## config.mk

```make
export PLATFORM = sky130hd
export DESIGN_NAME = limit_switch_debounce_edges_top
export DESIGN_NICKNAME = d
export VERILOG_FILES = /design/src/hdl/lsde_pkg.sv /design/src/hdl/lsde_tick.sv /design/src/hdl/lsde_axes.sv /design/src/hdl/limit_switch_debounce_edges_top.sv
export SDC_FILE = /design/constraint.sdc
export NUM_CORES = 1
export LEC_CHECK = 0
export ABC_AREA = 1
export BUFFER_PORTS_ARGS = -buffer_cell sky130_fd_sc_hd__buf_4
export CAP_MARGIN = 20
export CORE_UTILIZATION = 55
export CTS_CLUSTER_SIZE = 10
export DETAILED_ROUTE_END_ITERATION = 8
export PLACE_DENSITY_LB_ADDON = 0.25
export SYNTH_ARGS = -nofsm -noshare
export SYNTH_HDL_FRONTEND = slang
export SYNTH_SLANG_ARGS = --single-unit
```

## constraint.sdc

```tcl
create_clock -name clock -period 7.3 [get_ports clock]
set_input_delay 1.095 -clock clock [delete_from_list [all_inputs] [get_ports clock]]
set_output_delay 1.095 -clock clock [all_outputs]
set_load 0.05 [all_outputs]
```

## src/hdl/lsde_pkg.sv

```systemverilog
package lsde_pkg;

   // Number of axis trackers and field widths
   localparam int AXES       = 4;
   localparam int AXIS_W     = 2;
   localparam int INTERVAL_W = 24;
   localparam int THRESH_W   = 8;

   // Configuration port
   localparam int CSR_INDEX_W = 1;
   localparam int CSR_DATA_W  = INTERVAL_W;

   localparam logic [CSR_INDEX_W-1:0] CSR_SAMPLE_INTERVAL    = 1'd0;
   localparam logic [CSR_INDEX_W-1:0] CSR_DEBOUNCE_THRESHOLD = 1'd1;

   localparam logic [INTERVAL_W-1:0] INTERVAL_RESET  = INTERVAL_W'(100000);
   localparam logic [THRESH_W-1:0]   THRESHOLD_RESET = THRESH_W'(10);

   // One tick word as seen by the axis trackers
   typedef struct packed {
      logic [AXIS_W-1:0] axis;
      logic              level;
      logic              take_rising;
      logic              take_falling;
      logic              clear_axis;
      logic              clear_all;
      logic              sample;
   } step_type;

   // Flags and level of the selected axis after the update
   typedef struct packed {
      logic rising;
      logic falling;
      logic level;
   } status_type;

endpackage

```

## src/hdl/lsde_tick.sv

```systemverilog
module lsde_tick (
   input  logic                              clock,
   input  logic                              reset,
   input  logic                              advance,
   input  logic [lsde_pkg::INTERVAL_W-1:0]   interval,
   output logic                              sample
);
   import lsde_pkg::*;

   logic [INTERVAL_W-1:0] tick_ff;
   logic [INTERVAL_W-1:0] tick_in;
   logic [INTERVAL_W:0]   tick_inc;

   // Wrapping to zero at the interval and comparing reduces to one add and compare
   always_comb begin
      tick_inc = {1'b0, tick_ff} + (INTERVAL_W+1)'(1);
      sample   = tick_inc >= {1'b0, interval};
      tick_in  = sample ? '0 : tick_inc[INTERVAL_W-1:0];
   end

   always_ff @(posedge clock) begin
      if (reset) begin
         tick_ff <= '0;
      end else if (advance) begin
         tick_ff <= tick_in;
      end
   end

endmodule

```

## src/hdl/lsde_axes.sv

```systemverilog
module lsde_axes (
   input  logic                            clock,
   input  logic                            reset,
   input  logic                            advance,
   input  lsde_pkg::step_type              step,
   input  logic [lsde_pkg::THRESH_W-1:0]   threshold,
   output lsde_pkg::status_type            status
);
   import lsde_pkg::*;

   logic [AXES-1:0]     lev_ff, rise_ff, fall_ff;
   logic [THRESH_W-1:0] cnt_ff [AXES];

   logic [AXES-1:0]     lev_in, rise_in, fall_in;
   logic [THRESH_W-1:0] cnt_in [AXES];
   logic [AXES-1:0]     sel_v, rise_mid, fall_mid;

   always_comb begin
      logic                clr;
      logic                l0, r0, f0;
      logic [THRESH_W-1:0] c0;
      logic [THRESH_W:0]   c_inc;
      for (int a = 0; a < AXES; a++) begin
         sel_v[a] = int'(step.axis) == a;
         clr      = step.clear_all || (step.clear_axis && sel_v[a]);
         l0       = clr ? 1'b0 : lev_ff[a];
         r0       = clr ? 1'b0 : rise_ff[a];
         f0       = clr ? 1'b0 : fall_ff[a];
         c0       = clr ? '0 : cnt_ff[a];
         c_inc    = {1'b0, c0} + (THRESH_W+1)'(1);

         lev_in[a]   = l0;
         rise_mid[a] = r0;
         fall_mid[a] = f0;
         cnt_in[a]   = c0;
         if (step.sample && sel_v[a]) begin
            if (step.level != l0) begin
               // threshold of zero behaves as one: c_inc is never below it
               if (c_inc >= {1'b0, threshold}) begin
                  cnt_in[a] = '0;
                  lev_in[a] = step.level;
                  if (step.level) begin
                     rise_mid[a] = 1'b1;
                  end else begin
                     fall_mid[a] = 1'b1;
                  end
               end else begin
                  cnt_in[a] = c_inc[THRESH_W-1:0];
               end
            end else begin
               cnt_in[a] = '0;
            end
         end

         // consume after reporting
         rise_in[a] = rise_mid[a] && !(sel_v[a] && step.take_rising);
         fall_in[a] = fall_mid[a] && !(sel_v[a] && step.take_falling);
      end
   end

   // out-of-range axis selects nothing and reads as zero
   assign status.rising  = |(sel_v & rise_mid);
   assign status.falling = |(sel_v & fall_mid);
   assign status.level   = |(sel_v & lev_in);

   always_ff @(posedge clock) begin
      if (reset) begin
         lev_ff  <= '0;
         rise_ff <= '0;
         fall_ff <= '0;
         for (int a = 0; a < AXES; a++) begin
            cnt_ff[a] <= '0;
         end
      end else if (advance) begin
         lev_ff  <= lev_in;
         rise_ff <= rise_in;
         fall_ff <= fall_in;
         for (int a = 0; a < AXES; a++) begin
            cnt_ff[a] <= cnt_in[a];
         end
      end
   end

endmodule

```

## src/hdl/limit_switch_debounce_edges_top.sv

```systemverilog
// Limit switch debouncer with sticky edge flags, one tracker per axis.
// Request channel (req_*): one word per timer tick, carrying the selected
// axis, its raw limit level, flag consume strobes and clear strobes.
// Response channel (rsp_*): one word per request word, giving the selected
// axis's rising/falling flags after this tick's update, its debounced level
// and whether the tick was a sampling tick.
// CSR port: sample_interval (index 0) and debounce_threshold (index 1), written
// on any cycle with csr_write_enable high; change them only while idle.
// Path: a word accepted into the input register goes through one pass of update logic
// into the response register, which drives the rsp_* outputs.
// Throughput: one word per clock while the receiver is not stalling; the single update pass
// of the tick counter and the axis trackers sets that figure.
// Reset (synchronous, active high) clears every tracker and the tick counter
// and loads the default interval and threshold.
// A stalled receiver holds the response register; the input register then
// takes one more word and req_ready falls until the response is taken.
module limit_switch_debounce_edges_top (
   input  logic                                clock,
   input  logic                                reset,

   input  logic                                req_valid,
   output logic                                req_ready,
   input  logic [lsde_pkg::AXIS_W-1:0]         req_axis,
   input  logic                                req_limit_level,
   input  logic                                req_take_rising,
   input  logic                                req_take_falling,
   input  logic                                req_clear_axis_state,
   input  logic                                req_clear_all_axes,

   output logic                                rsp_valid,
   input  logic                                rsp_ready,
   output logic                                rsp_rising_edge,
   output logic                                rsp_falling_edge,
   output logic                                rsp_stable_level,
   output logic                                rsp_sample_taken,

   input  logic                                csr_write_enable,
   input  logic [lsde_pkg::CSR_INDEX_W-1:0]    csr_index,
   input  logic [lsde_pkg::CSR_DATA_W-1:0]     csr_write_data
);
   import lsde_pkg::*;

   // configuration registers
   logic [INTERVAL_W-1:0] interval_ff;
   logic [THRESH_W-1:0]   threshold_ff;

   // input register
   logic                  in_valid_ff, in_valid_in;
   step_type              in_word_ff;

   // response register
   logic                  out_valid_ff, out_valid_in;
   status_type            out_status_ff;
   logic                  out_sample_ff;

   logic                  advance;
   logic                  req_fire;
   logic                  sample;
   step_type              step;
   status_type            status;

   // the pass fires when the response register is free or being emptied
   assign advance   = in_valid_ff && (!out_valid_ff || rsp_ready);
   assign req_ready = !in_valid_ff || advance;
   assign req_fire  = req_valid && req_ready;

   assign in_valid_in  = req_fire || (in_valid_ff && !advance);
   assign out_valid_in = advance || (out_valid_ff && !rsp_ready);

   always_ff @(posedge clock) begin
      if (reset) begin
         interval_ff  <= INTERVAL_RESET;
         threshold_ff <= THRESHOLD_RESET;
      end else if (csr_write_enable) begin
         unique case (csr_index)
            CSR_SAMPLE_INTERVAL: begin
               interval_ff <= csr_write_data;
            end
            CSR_DEBOUNCE_THRESHOLD: begin
               threshold_ff <= csr_write_data[THRESH_W-1:0];
            end
            default: begin
            end
         endcase
      end
   end

   always_ff @(posedge clock) begin
      if (reset) begin
         in_valid_ff  <= 1'b0;
         out_valid_ff <= 1'b0;
      end else begin
         in_valid_ff  <= in_valid_in;
         out_valid_ff <= out_valid_in;
      end
   end

   // payload registers, no reset
   always_ff @(posedge clock) begin
      if (req_fire) begin
         in_word_ff.axis         <= req_axis;
         in_word_ff.level        <= req_limit_level;
         in_word_ff.take_rising  <= req_take_rising;
         in_word_ff.take_falling <= req_take_falling;
         in_word_ff.clear_axis   <= req_clear_axis_state;
         in_word_ff.clear_all    <= req_clear_all_axes;
         in_word_ff.sample       <= 1'b0;
      end
      if (advance) begin
         out_status_ff <= status;
         out_sample_ff <= sample;
      end
   end

   // sample decision joins the registered word
   always_comb begin
      step        = in_word_ff;
      step.sample = sample;
   end

   lsde_tick u_tick (
      .clock    (clock),
      .reset    (reset),
      .advance  (advance),
      .interval (interval_ff),
      .sample   (sample)
   );

   lsde_axes u_axes (
      .clock     (clock),
      .reset     (reset),
      .advance   (advance),
      .step      (step),
      .threshold (threshold_ff),
      .status    (status)
   );

   assign rsp_valid        = out_valid_ff;
   assign rsp_rising_edge  = out_status_ff.rising;
   assign rsp_falling_edge = out_status_ff.falling;
   assign rsp_stable_level = out_status_ff.level;
   assign rsp_sample_taken = out_sample_ff;

`ifndef SYNTHESIS
   // a held word with a stalled response must block the request side
   assert property (@(posedge clock) disable iff (reset)
      (in_valid_ff && out_valid_ff && !rsp_ready) |-> !req_ready)
      else $error("request taken while both stages are blocked");

   // clear-all without a sample leaves nothing set on any axis
   assert property (@(posedge clock) disable iff (reset)
      (advance && in_word_ff.clear_all && !sample) |=>
      (!rsp_rising_edge && !rsp_falling_edge && !rsp_stable_level))
      else $error("tracker state survived clear-all");

   // an interval of one samples on every tick
   assert property (@(posedge clock) disable iff (reset)
      (advance && interval_ff == INTERVAL_W'(1)) |=> rsp_sample_taken)
      else $error("tick skipped with interval of one");
`endif

endmodule
```

-- Yosys cells after proc, flatten, opt, wreduce, memory -nomap -nowiden
Memory sizes are Yosys's and may differ from the RTL's.
Index checks and enable logic that the tools add are counted.
W data, S select, Z words.
- memories kept: 1
- register bits: 81
- RAM bits: 32
- logic and storage cells: 180
- memory list (memory ; depth ; bits a word ; read ports ; clocked after memory_dff ; write ports ; line ; text):
    u_axes.cnt_ff ; 4 ; 8 ; 4 ; 0 ; 4 ; lsde_axes.sv:12 ; logic [THRESH_W-1:0] cnt_ff [AXES];
- mux-type cells: 82
- bitwise logic cells: 8
- eq/ne operators: 7
- add/sub/neg operators: 5
- magnitude comparators: 5
- reductions and logical operators: 54
- operators with widths (operator ; number):
    $mux W8 ; 20
    $mux W1 ; 61
    $add A8 B1 Y9 const B ; 4
    $ge A9 B8 Y1 ; 4
    $logic_and A1 B1 Y1 ; 28
    $add A24 B1 Y25 const B ; 1
    $ge A25 B24 Y1 ; 1
    $mux W24 ; 1
    $and A4 B4 Y4 ; 3
    $logic_not A1 Y1 ; 12
    $reduce_or A4 Y1 ; 3
    $logic_or A1 B1 Y1 ; 8
    $eq A2 B2 Y1 const B ; 2
    $ne A1 B1 Y1 ; 4
    $or A1 B1 Y1 ; 4
    $reduce_and A2 Y1 ; 2
    $eq A2 B1 Y1 const B ; 1
    $logic_not A2 Y1 ; 1
    $not A1 Y1 ; 1

-- Longest topological paths before layout
Gate-level depths: netlist (run 1).
- depth in word-level cells: 11
- depth in mapped cells: 26
- mapped depth without buffers: 26

-- Modules after synthesis
A second synthesis (run 1) with hierarchy kept.
- cell total of the unflattened synthesis: 1177
- area, all modules: 8256.7 um^2
- modules (own cells, without submodules) (module ; area each (um^2) ; cells each ; instances):
    lsde_axes ; 4105.2 ; 587 ; 1
    lsde_tick ; 2471.1 ; 387 ; 1
    limit_switch_debounce_edges_top ; 1680.4 ; 203 ; 1

-- Worst setup path before layout (run 1)
OpenSTA, ideal clock, no wires.
- path type: register -> register
- start point: reg u_tick.tick_ff[0]
- end point: mem u_axes.cnt_ff[1][5] (data pin)
- arrival time: 2.950 ns
- library setup time: 0.257 ns
- stages on the path, launching flop included: 24
- period minus slack after synthesis: 3.206 ns
- path buffers: 1
- path slack: 4.094 ns
- cell sequence: dfxtp_1 ha_1 nand3_2 nor3_2 nand2_1 nor3_2 inv_1 nor3_2 xor2_1 inv_1 ha_1 nand2_1 inv_1 nand2_1 nand2_1 a21oi_1 nand2_1 a21oi_2 nand2_4 buf_12 nand2_4 inv_4 o21ai_0 nor2_1
- RTL lines (item ; line ; text):
    start: declaration ; lsde_tick.sv:10 ; logic [INTERVAL_W-1:0] tick_ff;
    start signal: assignment ; lsde_tick.sv:25 ; tick_ff <= tick_in;
    end: declaration ; lsde_axes.sv:12 ;

==> results of run 1 <==
[tightest hold or removal path: stages (launching register included)]
cell and delay [ps]:
dfxtp_1 300, inv_1 60, a21oi_1 50
[Yosys cell counts, drive strengths merged, types with 8 or more instances]
cell	instances	area [um^2]
a21oi	87	469.2
buf	9	71.32
clkbuf	15	56.30
dfxtp	70	1401
edfxtp	43	1291
ha	61	763.2
inv	187	706.9
nand2	213	899.6
nand3	49	307.8
nand4	28	175.2
nor2	97	394.1
nor3	20	170.2
o211ai	8	60.06
o21ai	69	345.3
o22ai	14	137.6
xor2	32	280.3
[path summary, 6_finish.rpt]
kind	from	endpoint	slack, ps
setup / recovery	u_tick.tick_ff[0]$_SDFFE_PP0P_	u_axes.cnt_ff[3][2]$_SDFFCE_PN0P_	3070
hold / removal	interval_ff[17]$_SDFFE_PP0P_	interval_ff[17]$_SDFFE_PP0P_	460
setup reg to reg	u_tick.tick_ff[0]$_SDFFE_PP0P_	u_axes.cnt_ff[3][2]$_SDFFCE_PN0P_	3070
hold reg to reg	interval_ff[17]$_SDFFE_PP0P_	interval_ff[17]$_SDFFE_PP0P_	460
[power breakdown]
| group | switching, mW | internal, mW |
|---|---|---|
| logic | 0.141 | 0.0678 |
| clock network | 0.311 | 0.539 |
| registers | 0.0150 | 0.682 |
| total | 0.468 | 1.29 |
[logic make-up after synthesis]
logic type                 Yosys count
AOI/OAI and AO/OA                  188
xor gates and xnor gates            39
adders and majority gates           61
buffers and inverters              216
DFF                                113
and+or+nand+nor                    415
[metrics by stage]
step	instances	worst slack [ps]
2_1_floorplan	1032	4094
3_3_place_gp	1233	3371
3_5_place_dp	1233	3103
4_1_cts	1265	3042
5_1_grt	1265	2483
6_report	1265	3072
[cell type report]
class / count / share of cell area [%]
clock buffer: 22 / 5.862
clock inverter: 10 / 1.062
inverter: 192 / 8.241
multi-input combinational: 703 / 47.99
sequential: 113 / 30.47
tap: 180 / 2.549
timing repair buffer: 45 / 3.823
[flip-flops by register name (all words and copies together) (netlist names)]
name / count
in_valid_ff: 1
in_word_ff: 7
interval_ff: 24
rsp_falling_edge: 1
rsp_rising_edge: 1
rsp_sample_taken: 1
rsp_stable_level: 1
rsp_valid: 1
threshold_ff: 8
u_axes.cnt_ff: 32
u_axes.fall_ff: 4
u_axes.lev_ff: 4
u_axes.rise_ff: 4
u_tick.tick_ff: 24
[metal layers]
layer	vias up	wire length [um]	GRT usage, %
li1	3457	-	-
met1	3079	7704	30.28
met2	160	9344	48.36
met3	27	756	5.733
met4	0	279	8.873
met5	-	0	0
==> flow_summary.ini, run 1 <==
[yosys]
synthAdderAreaFrac_pct = 9.802
synth_compound_area_share_pct = 13.98
synth-simple-area-share_pct = 26.06
async_flop_share_pct = 0
syn_avg_cell_area_um2 = 7.545
ys_warn_count = 0
synth_top_family_by_area = simple AND/OR/NAND/NOR gates
synth_seq_cells = 113
ys.flop_type = dfxtp_1
syn_inst = 1032
synth_xor_area_share_pct = 4.580
synth_cell_types = 48
syn_area_mm2 = 0.007786
muxShareOfSynthArea_pct = 0
synth_edf_count = 43
ys_seq_area_share_pct = 34.58
syn-num-nets = 1130

[worst_setup_path]
worstPathArrival_ps = 4410
slowest_delay_ps = 480
path_buf_inv = 4
reg2reg_depth = 23
critPathLaunchType = flip-flop
crit_top_cell = nor2_1
crit_fanout = 22
end_kind = flip-flop
cp.depth = 23
slowest_stage = nor2_1
worstPathRequired_ps = 7480
critPathTopFamily = simple AND/OR/NAND/NOR gates
path_cells = inv_1, nor3_2, nand3_2, nor2_2, nand3_2, nor2_1, nand4_1, xor2_1, inv_1, ha_1, nand2_1, nor2_1, nand2_1, nor2_1, nand2_1, nand2_1, a21oi_2, nand2_4, inv_1, nor2_1, inv_1, a21oi_1, nor2_1
crit_type = reg2reg

[power_and_ir_drop]
p_leak_nw = 4.276
peakVddDrop_uv = 165.8
power_density_mw_per_mm2 = 198.8
power_mw = 1.756

[cells_and_area]
drive_gt1_share_pct = 13.92
nFillCells = 1202
antenna_cells = 0
area_growth_pct = 13.48
multi_input_area_mm2 = 0.004240
final_common_cell = nand2_1
stdcell_area_mm2 = 0.008836
nets = 1170
ff_latch_area_mm2 = 0.002693
post-route-util_pct = 63.90
final_cell_mix = nand2_1 (195), inv_1 (177), nor2_1 (89)

[detailed_routing]
wl_mm = 18.08
wire_per_inst_um = 14.30
vias = 6723
drt_iter0_markers = 405
viasPerCell = 5.315
drc = 0
drtAntennaViolNets = 0
dr.pass1.iters = 6

[clock_tree]
cts-buffers-inserted = 17
clk_latency_ps = 430
postCtsSetupBuffers = 0
cts_tree = done
ctsHoldBuffers = 0
clk_pin_slew_worst_paths_ps = 60
post_cts_resized = 0
cts_max_path_buffers = 2
clock-sinks = 113
cts_max_level = 4
root_buffer = clkbuf_16

[sta]
fmax_mhz = 236.5
tns_ps = 0
setup_violations = 0
layout_min_cycle_time_ps = 4228
holdWs_ps = 459.6
rsz0062_at_grt = false
worst_pin_slew_ps = 936.8
slew_viol_final = 0
finalClockSkew_ps = 8.851
hold_viol = 0
slew_headroom_pct = 37.48
post-route-period-util_pct = 57.91

[global_routing]
grt_pass1_wl_mm = 30.04
grt_usage_pct = 26.47
gr-total-overflow = 0
grt_pass1_vias = 6327
grt_start_max_net_pins = 45
antenna_found_initial = 0

[run_status]
outcome = complete, no violations

[floorplanning]
core_region_area_mm2 = 0.01383
pin_count = 43
fp-row-count = 43
die_x_um = 121.0
initial_utilization_pct = 56.31
die_h_um = 121.0
dieArea_mm2 = 0.01464

[min_path]
holdPathStages = 2
hold_class = reg2reg

[placed_design]
dpl.hpwl_mm = 12.97
port-buffer-count = 42
place_area_mm2 = 0.008224
place.gp.congestion = 0.9055

[run]
drv_cap = 0
Power figures use the tool's default switching activity.
==> run 2, diff against run 1 <==
- clock period: 7.3 -> 4.07 ns (I/O delays scaled with it)
==> flow_summary.ini, run 2 (synthesized netlist as in run 1, its figures left out) <==
[run_status]
outcome = complete, no violations

[placed_design]
pre_cts_slack_ps = 245.7
place_area_mm2 = 0.008277
dpl.hpwl_mm = 13.11
port-buffer-count = 42
place.gp.congestion = 0.8991

[worst_setup_path]
worstPathArrival_ps = 3950
crit_type = reg2reg
critPathLaunchType = flip-flop
r2r-start = u_tick.tick_ff[0]$_SDFFE_PP0P_
worstPathRequired_ps = 4250
crit_fanout = 22
reg2reg_depth = 23
end_kind = flip-flop
ff2ff_setup_slack_ps = 290
rr_endpoint = u_axes.cnt_ff[3][2]$_SDFFCE_PN0P_

[sta]
setup_violations = 0
finalClockSkew_ps = 9.715
worst_pin_slew_ps = 974.7
post-route-period-util_pct = 92.76
hold_viol = 0
slew_headroom_pct = 34.79
slew_viol_final = 0
tns_ps = 0
layout_min_cycle_time_ps = 3775
fin_ws_ps = 294.8
fmax_mhz = 264.9

[cells_and_area]
final_cell_mix = nand2_1 (195), inv_1 (177), nor2_1 (89)
top_register = u_axes.cnt_ff
area_growth_pct = 14.00
largest_reg_flops = 32
final_common_cell = nand2_1
reg_top3 = u_axes.cnt_ff (32), interval_ff (24), u_tick.tick_ff (24)
stdcell_area_mm2 = 0.008876
antenna_cells = 0
nets = 1179
post-route-util_pct = 64.19
drive_gt1_share_pct = 14.26

[power_and_ir_drop]
p_leak_nw = 4.335
power_density_mw_per_mm2 = 339.9
peakVddDrop_uv = 224.7

[min_path]
holdPathStages = 1
hold_class = in2reg
hp-start = req_limit_level
min_to = in_word_ff[5]$_DFFE_PP_

[clock_tree]
clk_pin_slew_worst_paths_ps = 50
clock-sinks = 113
cts_max_level = 4
root_buffer = clkbuf_16
clk_latency_ps = 430
cts_tree = done
cts-buffers-inserted = 17
cts_max_path_buffers = 2

[floorplanning]
pin_count = 43
dieArea_mm2 = 0.01464
die_h_um = 121.0
die_x_um = 121.0
initial_utilization_pct = 56.31
core_region_area_mm2 = 0.01383
fp-row-count = 43

[global_routing]
grt_pass1_wl_mm = 29.86
antenna_found_initial = 0
grt_pass1_vias = 6375
gr-total-overflow = 0
grt_usage_pct = 26.34
grt_start_max_net_pins = 45

[detailed_routing]
vias = 6747
wire_per_inst_um = 14.29
dr.pass1.iters = 5
drc = 0
drt_iter0_markers = 399
drtAntennaViolNets = 0
wl_mm = 18.21
viasPerCell = 5.296

[run]
drv_cap = 0
[run 2: cell types whose count changed in the layout (fill, tap and decap cells not counted), sizes merged]
| cell | before | now |
|---|---|---|
| clkinv | 9 | 10 |
| inv | 190 | 187 |
| clkinvlp | 2 | 0 |
| bufinv | 1 | 0 |
| clkbuf | 22 | 27 |
| buf | 45 | 54 |
[run 2: critical path, cell delays in order (launching register included)]
cell	delay, ps
dfxtp_1	420
ha_1	240
nand3_2	150
nor3_4	240
nand2_1	150
nor3_4	200
inv_1	100
nor3_2	130
xor2_1	200
inv_1	60
ha_1	290
nand2_1	60
inv_1	40
nand2_1	50
nand2_1	50
a21oi_1	130
nand2_1	100
a21oi_4	190
nand2_8	170
inv_1	90
nor2_1	50
buf_4	170
o21ai_0	160
nor2_1	60
[run 2: how the worst max path moves through the flow]
stage	start	endpoint	depth (start not counted)
6_report	u_tick.tick_ff[0]$_SDFFE_PP0P_	u_axes.cnt_ff[3][2]$_SDFFCE_PN0P_	23
5_1_grt	u_tick.tick_ff[0]$_SDFFE_PP0P_	u_axes.cnt_ff[3][4]$_SDFFCE_PN0P_	23
4_1_cts	u_tick.tick_ff[0]$_SDFFE_PP0P_	u_axes.cnt_ff[3][1]$_SDFFCE_PN0P_	23
3_5_place_dp	u_tick.tick_ff[0]$_SDFFE_PP0P_	u_axes.cnt_ff[3][1]$_SDFFCE_PN0P_	23
3_3_place_gp	u_tick.tick_ff[0]$_SDFFE_PP0P_	u_axes.cnt_ff[3][1]$_SDFFCE_PN0P_	23
2_1_floorplan	u_tick.tick_ff[0]$_SDFFE_PP0P_	u_axes.cnt_ff[1][5]$_SDFFCE_PN0P_	23
[run 2: what timing repair did]
item	CTS	global route
resized for setup	0	6
setup endpoints to repair	0	27
hold buffers	0	0
setup buffers	0	2
[run 2: area by class of cell]
type,instances,area (um^2)
clock buffers,27,525.5
clock inverters,5,25.02
fillers,1196,4951
inverters,192,728.2
multi-input cells,703,4274
flip-flops and latches,113,2693
well taps,180,225.2
repair buffers,54,405.4
[run 2: power by group]
group | internal [mW] | total, mW | switching, mW
sequential | 1.23 | 1.25 | 0.0292
clock | 0.876 | 1.38 | 0.508
combinational | 0.125 | 0.378 | 0.254
[run 2: layer usage]
metal	part of all wire, %	track usage, %	up-vias
li1	-	-	3482
met1	43	30.69	3065
met2	49	46.32	154
met3	3.8	4.464	46
met4	3.4	13.35	0
met5	0	0	-
[run 2: stage by stage]
stage          hold slack, ps  total power [mW]  instances
6_report                361.9             3.017       1274
5_1_grt                 356.0             3.126       1274
4_1_cts                 348.8             3.029       1272
3_5_place_dp            452.8             1.650       1240
3_3_place_gp            450.1             1.644       1240
2_1_floorplan           435.3             1.533       1032
==> run 3, diff against run 2 <==
- CTS_BUF_LIST: not set -> sky130_fd_sc_hd__clkbuf_16
==> flow_summary.ini, run 3 (synthesized netlist as in run 1, its figures left out) <==
[cells_and_area]
top_register = u_axes.cnt_ff
antenna_cells = 0
instances_no_fill = 1274
final_common_cell = nand2_1
largest_reg_flops = 32
area_growth_pct = 13.74
post-route-util_pct = 64.05
reg_top3 = u_axes.cnt_ff (32), interval_ff (24), u_tick.tick_ff (24)
drive_gt1_share_pct = 14.08
final_cell_mix = nand2_1 (195), inv_1 (183), nor2_1 (89)
nets = 1179

[worst_setup_path]
slowest_delay_ps = 420
end_kind = flip-flop
crit_type = reg2reg
path_cells = ha_1, nand3_2, nor3_4, nand2_1, nor3_4, inv_1, nor3_2, xor2_1, inv_1, ha_1, nand2_1, inv_1, nand2_1, nand2_1, a21oi_1, nand2_1, a21oi_4, nand2_8, inv_1, nor2_1, buf_4, o21ai_0, nor2_1
slowest_stage = dfxtp_1
rr_endpoint = u_axes.cnt_ff[3][2]$_SDFFCE_PN0P_
worstPathRequired_ps = 4250
crit_top_cell = nand2_1
crit_fanout = 22
worstPathArrival_ps = 3960
r2r-start = u_tick.tick_ff[0]$_SDFFE_PP0P_
critPathLaunchType = flip-flop
ff2ff_setup_slack_ps = 290
reg2reg_depth = 23

[power_and_ir_drop]
power_mw = 2.960
p_leak_nw = 4.349
peakVddDrop_uv = 224.1
power_density_mw_per_mm2 = 334.2

[detailed_routing]
vias = 6741
drtAntennaViolNets = 0
wl_mm = 18.18
drt_iter0_markers = 396
viasPerCell = 5.291
wire_per_inst_um = 14.27
drc = 0
dr.pass1.iters = 5

[sta]
slew_headroom_pct = 34.57
fmax_mhz = 264.5
tns_ps = 0
layout_min_cycle_time_ps = 3781
finalClockSkew_ps = 10.17
post-route-period-util_pct = 92.91
setup_violations = 0
hold_viol = 0
worst_pin_slew_ps = 978.1
slew_viol_final = 0

[placed_design]
place.gp.congestion = 0.8991
port-buffer-count = 42
dpl.hpwl_mm = 13.11
dp.cells = 1240

[global_routing]
grt_usage_pct = 26.36
antenna_found_initial = 0
grt_start_max_net_pins = 45
grt_pass1_wl_mm = 29.87
grt_pass1_vias = 6368
gr-total-overflow = 0

[floorplanning]
initial_utilization_pct = 56.31
die_h_um = 121.0
dieArea_mm2 = 0.01464
die_x_um = 121.0
fp-row-count = 43
pin_count = 43
core_region_area_mm2 = 0.01383

[clock_tree]
root_buffer = clkbuf_16
cts_max_level = 4
clk_pin_slew_worst_paths_ps = 50
cts-buffers-inserted = 17
cts_max_path_buffers = 2
ctsHoldBuffers = 0
cts_tree = done
clk_latency_ps = 430
clock-sinks = 113

[min_path]
min_to = in_word_ff[5]$_DFFE_PP_
holdPathStages = 1
hold_class = in2reg
hp-start = req_limit_level

[run_status]
outcome = complete, no violations

[run]
drv_cap = 0
run 3: cell types whose count changed in the layout (fill, tap and decap cells not counted):
cell      delta
clkinv_1     +2
clkbuf_8     -2
inv_1        +6
clkbuf_1     -6
run 3: worst max-delay path by stage:
stage,end,slack (ps),start,depth (start not counted)
after floorplan,u_axes.cnt_ff[1][5]$_SDFFCE_PN0P_,860,u_tick.tick_ff[0]$_SDFFE_PP0P_,23
after global placement,u_axes.cnt_ff[3][1]$_SDFFCE_PN0P_,220,u_tick.tick_ff[0]$_SDFFE_PP0P_,23
after detailed placement,u_axes.cnt_ff[3][1]$_SDFFCE_PN0P_,250,u_tick.tick_ff[0]$_SDFFE_PP0P_,23
after CTS,u_axes.cnt_ff[3][1]$_SDFFCE_PN0P_,240,u_tick.tick_ff[0]$_SDFFE_PP0P_,23
after global routing,u_axes.cnt_ff[3][4]$_SDFFCE_PN0P_,-40,u_tick.tick_ff[0]$_SDFFE_PP0P_,23
final,u_axes.cnt_ff[3][2]$_SDFFCE_PN0P_,290,u_tick.tick_ff[0]$_SDFFE_PP0P_,23
run 3: final cells by class:
cell class | count | area (um^2)
clock buffer | 19 | 475.5
clock inverter | 13 | 55.05
fill | 1196 | 4971
inverter | 192 | 728.2
multi-input combinational | 703 | 4274
sequential | 113 | 2693
tap | 180 | 225.2
timing repair buffer | 54 | 405.4
run 3: metrics by stage:
step,hold WS (ps),area [um^2],setup WS (ps)
3_5_place_dp,452.8,8277,245.7
4_1_cts,348.6,8807,243.4
6_report,361.8,8856,288.7
2_1_floorplan,435.3,7786,863.8
5_1_grt,355.9,8856,-37.76
3_3_place_gp,450.1,8277,223.1
run 3: power by group:
| part | leakage, nW | switching [mW] | internal (mW) |
|---|---|---|---|
| combinational | 3.04 | 0.253 | 0.125 |
| clock | 0.289 | 0.506 | 0.822 |
| sequential | 1.02 | 0.0291 | 1.23 |
| total | 4.35 | 0.788 | 2.17 |
run 3: repair_timing:
item | in CTS | in global routing
resized for setup | 0 | 6
setup buffers | 0 | 2
endpoints found under the setup margin | 0 | 27
run 3: worst max-delay path, delay by kind of cell (launching register included):
| kind | cells | cell delay, ps |
|---|---|---|
| buffers and inverters | 5 | 460 |
| flip-flops | 1 | 420 |
| XOR/XNOR | 1 | 200 |
| adder cells (fa/ha/maj) | 2 | 530 |
| AND/OR/NAND/NOR | 12 | 1420 |
| AO/OA/AOI/OAI | 3 | 480 |
run 3: layer usage:
layer | global-route usage (%) | vias to the layer above | share of wire, %
li1 | - | 3483 | -
met1 | 30.72 | 3061 | 43
met2 | 46.36 | 153 | 50
met3 | 4.464 | 44 | 3.9
met4 | 13.35 | 0 | 3.3
met5 | 0 | - | 0
